[src/hdl/sisu_pkg.sv]
// Types and constants of the string instruction step unit.
`timescale 1ns / 1ps

package sisu_pkg;

    // String operation codes.
    typedef enum logic [1:0] {
        ACT_MOVE  = 2'd0,
        ACT_CMP   = 2'd1,
        ACT_SCAN  = 2'd2,
        ACT_STORE = 2'd3
    } action_t;

    // Repeat prefix codes.
    typedef enum logic [1:0] {
        PFX_NONE  = 2'd0,
        PFX_REP   = 2'd1,
        PFX_REPZ  = 2'd2,
        PFX_REPNZ = 2'd3
    } prefix_t;

    // Operand size codes; the unused code behaves as dword.
    localparam logic [1:0] SZ_BYTE  = 2'd0;
    localparam logic [1:0] SZ_WORD  = 2'd1;
    localparam logic [1:0] SZ_DWORD = 2'd2;

    // Bit positions inside the flags field.
    localparam int FL_CF = 0;
    localparam int FL_PF = 1;
    localparam int FL_AF = 2;
    localparam int FL_ZF = 3;
    localparam int FL_SF = 4;
    localparam int FL_OF = 5;

    localparam int FLAGS_W = 6;

    // One input word.
    typedef struct packed {
        logic [1:0]         action;
        logic [1:0]         size_code;
        logic [1:0]         prefix;
        logic [31:0]        src_ptr;
        logic [31:0]        dst_ptr;
        logic [31:0]        count;
        logic               dir_flag;
        logic [31:0]        accum;
        logic [31:0]        src_data;
        logic [31:0]        dst_data;
        logic [FLAGS_W-1:0] flags_in;
    } item_t;

    // One result word.
    typedef struct packed {
        logic               executed;
        logic [31:0]        new_src_ptr;
        logic [31:0]        new_dst_ptr;
        logic [31:0]        new_count;
        logic [FLAGS_W-1:0] flags_out;
        logic               store_valid;
        logic [31:0]        store_addr;
        logic [31:0]        store_data;
        logic               repeat_res;
    } result_t;

endpackage

[src/hdl/sisu_step.sv]
// Combinational datapath of one string instruction iteration.
`timescale 1ns / 1ps

module sisu_step (
    input  sisu_pkg::item_t   item,
    output sisu_pkg::result_t res
);
    import sisu_pkg::*;

    logic [2:0]         bytes;
    logic [31:0]        mask;
    logic [31:0]        step_val;
    logic [31:0]        op_a;
    logic [31:0]        op_b;
    logic [31:0]        diff;
    logic               msb_r;
    logic               msb_ov;
    logic [31:0]        ov_vec;
    logic [FLAGS_W-1:0] sub_flags;
    logic [FLAGS_W-1:0] flags_new;
    logic               prefixed;
    logic               do_exec;
    logic [31:0]        count_dec;

    // Operand size decode: byte count and data mask.
    always_comb begin
        case (item.size_code)
            SZ_BYTE: begin
                bytes = 3'd1;
                mask  = 32'h0000_00FF;
            end
            SZ_WORD: begin
                bytes = 3'd2;
                mask  = 32'h0000_FFFF;
            end
            default: begin
                bytes = 3'd4;
                mask  = 32'hFFFF_FFFF;
            end
        endcase
    end

    assign step_val = item.dir_flag ? (32'd0 - {29'd0, bytes}) : {29'd0, bytes};

    // Subtraction operands: compare uses the source, scan the accumulator.
    assign op_a   = ((item.action == ACT_CMP) ? item.src_data : item.accum) & mask;
    assign op_b   = item.dst_data & mask;
    assign diff   = (op_a - op_b) & mask;
    assign ov_vec = (op_a ^ op_b) & (op_a ^ diff);

    // Sign and overflow come from the top bit of the operand size.
    always_comb begin
        case (item.size_code)
            SZ_BYTE: begin
                msb_r  = diff[7];
                msb_ov = ov_vec[7];
            end
            SZ_WORD: begin
                msb_r  = diff[15];
                msb_ov = ov_vec[15];
            end
            default: begin
                msb_r  = diff[31];
                msb_ov = ov_vec[31];
            end
        endcase
    end

    // Arithmetic flags of the subtraction.
    always_comb begin
        sub_flags        = '0;
        sub_flags[FL_CF] = (op_a < op_b);
        sub_flags[FL_PF] = ~(^diff[7:0]);
        sub_flags[FL_AF] = op_a[4] ^ op_b[4] ^ diff[4];
        sub_flags[FL_ZF] = (diff == 32'd0);
        sub_flags[FL_SF] = msb_r;
        sub_flags[FL_OF] = msb_ov;
    end

    assign prefixed  = (item.prefix != PFX_NONE);
    assign do_exec   = !prefixed || (item.count != 32'd0);
    assign count_dec = item.count - 32'd1;
    assign flags_new = (item.action == ACT_CMP || item.action == ACT_SCAN)
                       ? sub_flags : item.flags_in;

    // Result assembly, including the repeat decision.
    always_comb begin
        res             = '0;
        res.new_src_ptr = item.src_ptr;
        res.new_dst_ptr = item.dst_ptr;
        res.new_count   = item.count;
        res.flags_out   = item.flags_in;
        res.store_addr  = item.dst_ptr;
        if (do_exec) begin
            res.executed    = 1'b1;
            res.new_dst_ptr = item.dst_ptr + step_val;
            res.flags_out   = flags_new;
            if (item.action == ACT_MOVE || item.action == ACT_CMP) begin
                res.new_src_ptr = item.src_ptr + step_val;
            end
            if (item.action == ACT_MOVE) begin
                res.store_valid = 1'b1;
                res.store_data  = item.src_data & mask;
            end else if (item.action == ACT_STORE) begin
                res.store_valid = 1'b1;
                res.store_data  = item.accum & mask;
            end
            if (prefixed) begin
                res.new_count = count_dec;
                if (count_dec != 32'd0) begin
                    if (item.action == ACT_MOVE || item.action == ACT_STORE) begin
                        res.repeat_res = 1'b1;
                    end else if (item.prefix == PFX_REPNZ) begin
                        res.repeat_res = ~flags_new[FL_ZF];
                    end else begin
                        res.repeat_res = flags_new[FL_ZF];
                    end
                end
            end
        end
    end

endmodule

[src/hdl/string_instruction_step_unit.sv]
// Top level of the string instruction step unit.
// Usage:
// The s_ channel carries one word per string iteration: the operation, size,
// prefix, pointers, count, direction flag, accumulator, both memory operands
// and the incoming flags. The m_ channel returns one result word per input
// word: executed flag, stepped pointers, new count, flags, store request and
// the repeat decision. Both channels use valid and ready handshakes.
// Each word is captured in an input register, processed by the step logic
// and held in an output register, so a result passes two register stages
// between the s_ handshake and the m_ side.
// Throughput is one word per cycle while m_ready holds; the step logic is
// one subtract with its flags and two pointer adds between the two registers.
// When the receiver stalls, the output register holds its word and the input
// register fills; s_ready then drops until m_ready returns.
// A synchronous low aresetn empties both stages; no result is shown after it.
`timescale 1ns / 1ps

module string_instruction_step_unit (
    input  logic        aclk,
    input  logic        aresetn,
    input  logic        s_valid,
    output logic        s_ready,
    input  logic [1:0]  s_action,
    input  logic [1:0]  s_size_code,
    input  logic [1:0]  s_prefix,
    input  logic [31:0] s_src_ptr,
    input  logic [31:0] s_dst_ptr,
    input  logic [31:0] s_count,
    input  logic        s_dir_flag,
    input  logic [31:0] s_accum,
    input  logic [31:0] s_src_data,
    input  logic [31:0] s_dst_data,
    input  logic [5:0]  s_flags_in,
    output logic        m_valid,
    input  logic        m_ready,
    output logic        m_executed,
    output logic [31:0] m_new_src_ptr,
    output logic [31:0] m_new_dst_ptr,
    output logic [31:0] m_new_count,
    output logic [5:0]  m_flags_out,
    output logic        m_store_valid,
    output logic [31:0] m_store_addr,
    output logic [31:0] m_store_data,
    output logic        m_repeat_res
);
    import sisu_pkg::*;

    item_t   item_reg;
    logic    in_valid_reg;
    result_t res_reg;
    logic    out_valid_reg;
    result_t res_next;
    logic    out_load;
    logic    in_load;

    // Ready chain: the output stage frees when empty or taken.
    assign out_load = !out_valid_reg || m_ready;
    assign s_ready  = !in_valid_reg || out_load;
    assign in_load  = s_valid && s_ready;

    // Input register.
    always_ff @(posedge aclk) begin
        if (!aresetn) begin
            in_valid_reg <= 1'b0;
        end else if (s_ready) begin
            in_valid_reg <= s_valid;
        end
    end

    always_ff @(posedge aclk) begin
        if (in_load) begin
            item_reg.action    <= s_action;
            item_reg.size_code <= s_size_code;
            item_reg.prefix    <= s_prefix;
            item_reg.src_ptr   <= s_src_ptr;
            item_reg.dst_ptr   <= s_dst_ptr;
            item_reg.count     <= s_count;
            item_reg.dir_flag  <= s_dir_flag;
            item_reg.accum     <= s_accum;
            item_reg.src_data  <= s_src_data;
            item_reg.dst_data  <= s_dst_data;
            item_reg.flags_in  <= s_flags_in;
        end
    end

    // Step logic between the two registers.
    sisu_step u_step (
        .item (item_reg),
        .res  (res_next)
    );

    // Output register.
    always_ff @(posedge aclk) begin
        if (!aresetn) begin
            out_valid_reg <= 1'b0;
        end else if (out_load) begin
            out_valid_reg <= in_valid_reg;
        end
    end

    always_ff @(posedge aclk) begin
        if (out_load && in_valid_reg) begin
            res_reg <= res_next;
        end
    end

    // Result ports.
    assign m_valid       = out_valid_reg;
    assign m_executed    = res_reg.executed;
    assign m_new_src_ptr = res_reg.new_src_ptr;
    assign m_new_dst_ptr = res_reg.new_dst_ptr;
    assign m_new_count   = res_reg.new_count;
    assign m_flags_out   = res_reg.flags_out;
    assign m_store_valid = res_reg.store_valid;
    assign m_store_addr  = res_reg.store_addr;
    assign m_store_data  = res_reg.store_data;
    assign m_repeat_res  = res_reg.repeat_res;

endmodule

[config.mk]
export PLATFORM = sky130hd
export DESIGN_NAME = string_instruction_step_unit
export DESIGN_NICKNAME = d
export VERILOG_FILES = /design/src/hdl/sisu_pkg.sv /design/src/hdl/sisu_step.sv /design/src/hdl/string_instruction_step_unit.sv
export SDC_FILE = /design/constraint.sdc
export NUM_CORES = 1
export LEC_CHECK = 0
export BUFFER_PORTS_ARGS = -buffer_cell sky130_fd_sc_hd__buf_2
export CORE_MARGIN = 4
export CORE_UTILIZATION = 60
export CTS_CLUSTER_DIAMETER = 80
export DETAILED_ROUTE_END_ITERATION = 16
export GPL_TIMING_DRIVEN = 0
export HOLD_SLACK_MARGIN = 0.15
export PLACE_DENSITY = 0.86
export REMOVE_ABC_BUFFERS = 1
export SLEW_MARGIN = 20
export SYNTH_ARGS = -nofsm -noshare
export SYNTH_HDL_FRONTEND = slang
export SYNTH_SLANG_ARGS = --single-unit
[constraint.sdc]
create_clock -name aclk -period 19 [get_ports aclk]
set_input_delay 0.95 -clock aclk [delete_from_list [all_inputs] [get_ports aclk]]
set_output_delay 0.95 -clock aclk [all_outputs]
set_load 0.02 [all_outputs]
==> results of run 1 <==
[kinds of logic (layout without fill, tap and decap cells)]
kind of cell	count (synthesis)	in the layout	share of synthesized area
AND/OR/NAND/NOR	458	458	0.113
AO/OA/AOI/OAI	403	403	0.135
flip-flops	376	376	0.589
XOR/XNOR	109	109	0.0499
adder cells (fa/ha/maj)	106	106	0.0704
buffers and inverters	101	514	0.0205
multiplexers	41	41	0.0225
other	0	11	0
[Yosys cell counts, drive strengths merged, types with 4 or more instances]
cell	number
nor4	11
inv	46
o31a	5
clkbuf	42
edfxtp	374
nand2b	12
a31oi	5
nor3b	5
o31ai	8
a211oi	7
xor2	49
a21oi	112
and3	8
buf	11
a21boi	5
or4	8
o21bai	15
nor2b	14
nand3	27
ha	103
o21a	21
nand2	136
mux2i	27
o41ai	6
and4	4
o211ai	12
o221ai	5
nor3	32
nand4	15
o21ai	93
o2111ai	4
mux2	14
a22oi	35
xnor2	60
and2	10
or3	15
nor2	145
a21o	40
or2	4
[critical path, stage by stage (launching register included)]
cell	delay [ns]
edfxtp_1	0.87
or2_2	0.38
clkinv_1	0.36
nor2_1	0.32
ha_1	0.40
a21o_1	0.24
or4_4	0.42
a211oi_2	0.37
o21ai_1	0.18
a221o_1	0.35
mux2_4	0.31
nor4_2	0.27
a41oi_1	0.22
or3_1	0.41
a31oi_1	0.16
[final timing paths]
kind | slack [ns] | end | cells past startpoint
setup / recovery | 13.58 | m_repeat_res | 14
hold / removal | 0.50 | m_store_addr[26] | 0
setup reg to reg | 13.58 | m_repeat_res | 14
hold reg to reg | 0.50 | m_store_addr[26] | 0
[layout make-up]
cell class,instances,area share
Timing Repair Buffer,397,0.101
Clock inverter,25,0.00988
Tap cell,402,0.0218
Multi-Input combinational cell,1117,0.326
Antenna cell,11,0.00119
Clock buffer,44,0.0431
Sequential cell,376,0.489
Inverter,48,0.00781
[through the flow]
stage	setup WS, ns	util	hold slack (ns)	area [sq um]
2_1_floorplan	9.79	-	0.454	18900
3_3_place_gp	6.06	0.676	0.473	21300
3_5_place_dp	13.65	0.691	0.480	21800
4_1_cts	13.62	0.730	0.501	23000
5_1_grt	13.26	0.731	0.505	23100
6_report	13.58	0.731	0.503	23100
[power breakdown]
group          switching, mW  internal, mW  total, mW
Clock                  0.315         0.420      0.736
Combinational          0.236         0.161      0.397
Sequential            0.0277         0.977       1.01
[layer usage]
metal / GRT usage / vias up / part of all wire
li1: - / 6796 / -
met4: 0.120 / 0 / 0.046
met1: 0.334 / 7045 / 0.38
met2: 0.496 / 745 / 0.51
met3: 0.0490 / 163 / 0.067
met5: 0 / - / 0
==> impl_metrics.yaml, run 1 <==
placement:
  portBuffers: 379
  place.gp.congestion: 0.964
  hpwl_microns: 37100
  post-place-cells: 2340
flow_run:
  drv_cap: 0
yosys:
  synth.distinct_cells: 82
  ys.flop_type: "edfxtp_1"
  synth-edff-count: 374
  syn_avg_cell_area_sq_um: 12.0
  ys_seq_area_frac: 0.589
  mappedNetlistArea_sq_mm: 0.0191
  synth_top_area_share: 0.587
  synthArstFlopShare: 0
  syn_inst: 1594
  synth_top_area_cell: "edfxtp_1"
  synth_area_leaders: "edfxtp_1 (59%), ha_1 (6.7%), a21oi_1 (2.9%)"
  ys_warn_count: 0
  ys_ff_latch: 376
detailed_routing:
  first_iter_violations: 1427
  viasPerCell: 6.09
  route.detailed.drc: 0
  routedWlPerCell_microns: 21.0
  num_vias: 14749
  first_pass_iters: 6
  ant_nets: 0
  wl_microns: 50800
global_routing:
  grtUsageTotal: 0.279
  antenna_found_initial: 11
  grt_pass1_wl_microns: 78900
  overflow: 0
  grt_max_degree: 57
  grt_pass1_vias: 15031
cells_and_area:
  drive_above_1_share: 0.243
  largest_reg_flops: 205
  multi_input_area_sq_mm: 0.00752
  fill_cells: 2047
  layout_commonest_cell: "buf_2"
  seqCellArea_sq_mm: 0.0113
  mostFrequentLayoutCells: "buf_2 (379), edfxtp_1 (374), nor2_1 (144)"
  syn_to_final_growth_pct: 20.4
  layout.nets: 2293
  layout.cells.non_filler: 2420
clock_network:
  clock_latency_ns: 0.53
  post_cts_buffers: 0
  path_clk_slew_ns: 0.06
  cts.sinks: 376
  cts_root_buf: "clkbuf_16"
  cts_tree: "yes"
  clk_path_buf_depth: 3
  htree_levels: 2
  numCtsBuffers: 38
  hold_buffers: 0
  cts_resized: 0
power:
  finalPower_mw: 2.14
  vdd_ir_drop_max_mv: 0.102
  p_leak_nw: 9.27
  power_density_mw_per_mm2: 92.7
setup_path:
  startpoint_type: "flop"
  worst_setup_path_end_kind: "flop"
  r2r-start: "item_reg[202]"
  arrival_ns: 5.80
  worstPathMaxFanout: 23
  critPathKind: "flop to flop"
  worstSetupStartpoint: "item_reg[202]"
  worstPathRequired_ns: 19.37
floorplan:
  rows: 65
  fp.coreArea_sq_mm: 0.0316
  die_h_microns: 187
  die_area_sq_mm: 0.0348
  io_pins: 380
  start_util: 0.607
  dieWidth_microns: 187
sta:
  setup-tns-final_ns: 0
  period_share: 0.285
  setup_viol: 0
  relSlewSlack: 0.341
  hold_viol: 0
  min_period_ns: 5.42
  worst_pin_slew_ns: 0.987
  clock.fmax_ghz: 0.184
  rsz0062_at_grt: "false"
  clock_skew_ns: 0.0217
  slew_violations: 0
outcome:
  status: "finished clean"
hold_path:
  holdCritPathClass: "flop to flop"
  hp-start: "item_reg[161]"
(Power assumes the default switching activity.)
==> run 2, diff against run 1 <==
--- a/config.mk
+++ b/config.mk
@@ -7,12 +7,12 @@
 export LEC_CHECK = 0
 export BUFFER_PORTS_ARGS = -buffer_cell sky130_fd_sc_hd__buf_2
 export CORE_MARGIN = 4
-export CORE_UTILIZATION = 60
+export CORE_UTILIZATION = 56
 export CTS_CLUSTER_DIAMETER = 80
 export DETAILED_ROUTE_END_ITERATION = 16
 export GPL_TIMING_DRIVEN = 0
 export HOLD_SLACK_MARGIN = 0.15
-export PLACE_DENSITY = 0.86
+export PLACE_DENSITY = 0.81
 export REMOVE_ABC_BUFFERS = 1
 export SLEW_MARGIN = 20
 export SYNTH_ARGS = -nofsm -noshare
==> constraint.sdc (replaced) <==
create_clock -name aclk -period 5.4 [get_ports aclk]
set_input_delay 0.27 -clock aclk [delete_from_list [all_inputs] [get_ports aclk]]
set_output_delay 0.27 -clock aclk [all_outputs]
set_load 0.02 [all_outputs]
==> run 2 against run 1 <==
Net effect:
- combinational power grew to 4.0 times the previous value
- clock power grew to 3.9 times the previous value
- flip-flop and latch count stayed put
- non-clock buffer count is 213 higher
- wire length is 16% higher
- clock skew is 0.0050 ns lower
- total power grew to 3.7 times the previous value
- utilization is 2.4 points higher
- final cell count is 11% higher
- global-route usage is 3.2 points higher
- clock-buffer cell count is 1 higher
- largest power group unchanged
==> impl_metrics.yaml, run 2 (synthesis gave the netlist of run 1 again) <==
outcome:
  status: "finished clean"
cells_and_area:
  mostFrequentLayoutCells: "buf_2 (379), edfxtp_1 (374), dlygate4sd3_1 (208)"
  fill_cells: 1986
  layout_commonest_cell: "buf_2"
  drive_above_1_share: 0.222
  largest_reg_flops: 205
  layout.nets: 2508
  final_cell_area_sq_mm: 0.0254
  syn_to_final_growth_pct: 32.5
clock_network:
  cts.sinks: 376
  clock_latency_ns: 0.56
  cts_root_buf: "clkbuf_16"
  path_clk_slew_ns: 0.07
  cts_tree: "yes"
  numCtsBuffers: 40
  clk_path_buf_depth: 3
  htree_levels: 2
detailed_routing:
  num_vias: 16165
  routedWlPerCell_microns: 22.0
  first_pass_iters: 7
  route.detailed.drc: 0
  first_iter_violations: 1643
  ant_nets: 0
  wl_microns: 59000
  viasPerCell: 6.04
sta:
  relSlewSlack: 0.355
  worst_pin_slew_ns: 0.967
  period_share: 0.941
  rsz0062_at_grt: "false"
  min_period_ns: 5.08
  clock_skew_ns: 0.0168
  clock.fmax_ghz: 0.197
  hold-worst-slack_ns: 0.315
  hold_viol: 0
  setup_viol: 0
  slew_violations: 0
hold_path:
  holdCritPathClass: "primary input to flop"
floorplan:
  io_pins: 380
  die_h_microns: 193
  start_util: 0.570
  rows: 67
  dieWidth_microns: 193
  die_area_sq_mm: 0.0372
  fp.coreArea_sq_mm: 0.0336
placement:
  portBuffers: 379
  place.gp.congestion: 0.933
  placed_cell_area_sq_mm: 0.0219
  hpwl_microns: 36900
global_routing:
  grtUsageTotal: 0.310
  grt_pass1_wl_microns: 89000
  antenna_found_initial: 7
  overflow: 0
  grt_pass1_vias: 16360
  grt_max_degree: 62
setup_path:
  worst-path-buf-inv: 2
  worstPathMaxFanout: 18
  arrival_ns: 5.48
  crit_top_cell: "inv_1"
  slowest_stage: "fa_1"
  path_delay_family: "compound AO/OA/AOI/OAI gates"
  cpPeakStageDelay_ns: 0.43
  critPathKind: "flop to flop"
  crit_chain: "inv_1, ha_4, mux2i_1, ha_1, inv_1, fa_1, a211oi_1, o21bai_1, a211oi_2, o21ai_1, a221o_1, mux2_4, nor4_2, a41oi_1, or3_1, a31oi_1"
  worst_setup_path_end_kind: "flop"
  startpoint_type: "flop"
  worstPathRequired_ns: 5.79
power:
  finalPower_mw: 7.99
  power_density_mw_per_mm2: 315
  p_leak_nw: 10.2
  vdd_ir_drop_max_mv: 0.344
flow_run:
  drv_cap: 0
[run 2: area by class of cell]
cell class,count,area [sq um],share of cell area
Tap cell,448,561,0.0221
Inverter,48,180,0.00710
Clock inverter,25,303,0.0119
Clock buffer,45,1040,0.0410
Multi-Input combinational cell,1117,7530,0.297
Timing Repair Buffer,610,4470,0.176
Antenna cell,7,17.5,0.000690
Sequential cell,376,11300,0.444
[run 2: power breakdown]
group	internal [mW]	switching, mW	total (mW)
clock	1.72	1.16	2.88
sequential	3.44	0.100	3.54
combinational	0.672	0.905	1.58
[run 2: layer usage]
layer	routed length [microns]	up-vias	global-route usage
met4	3420	0	0.173
met2	29500	1038	0.538
met1	20900	7656	0.365
li1	-	7233	-
met5	0	-	0
met3	5180	238	0.0561
[run 2: final timing paths]
| path | startpoint | end | slack (ns) | cells after the start |
|---|---|---|---|---|
| worst min-delay path | s_valid | item_reg[175] | 0.31 | 2 |
| worst min register to register | item_reg[144] | m_store_addr[9] | 0.49 | 0 |
| worst max-delay path | item_reg[204] | m_repeat_res | 0.32 | 16 |
| worst max register to register | item_reg[204] | m_repeat_res | 0.32 | 16 |
[run 2: per-stage QoR]
stage / utilization / setup WS, ns / instances / TNS [ns]
floorplan: - / -3.34 / 1541 / -695.43
global placement: 0.636 / -6.78 / 2368 / -1674.88
detailed placement: 0.652 / 0.0762 / 2388 / 0
CTS: 0.753 / 0.0248 / 2666 / 0
global route: 0.755 / 0.105 / 2676 / 0
finish: 0.755 / 0.317 / 2676 / 0
[run 2: repair_timing]
item,in CTS,in global routing
hold buffers,208,0
setup buffers,0,3
gates resized for setup,0,1
setup endpoints to repair,0,5
hold endpoints to repair,207,0
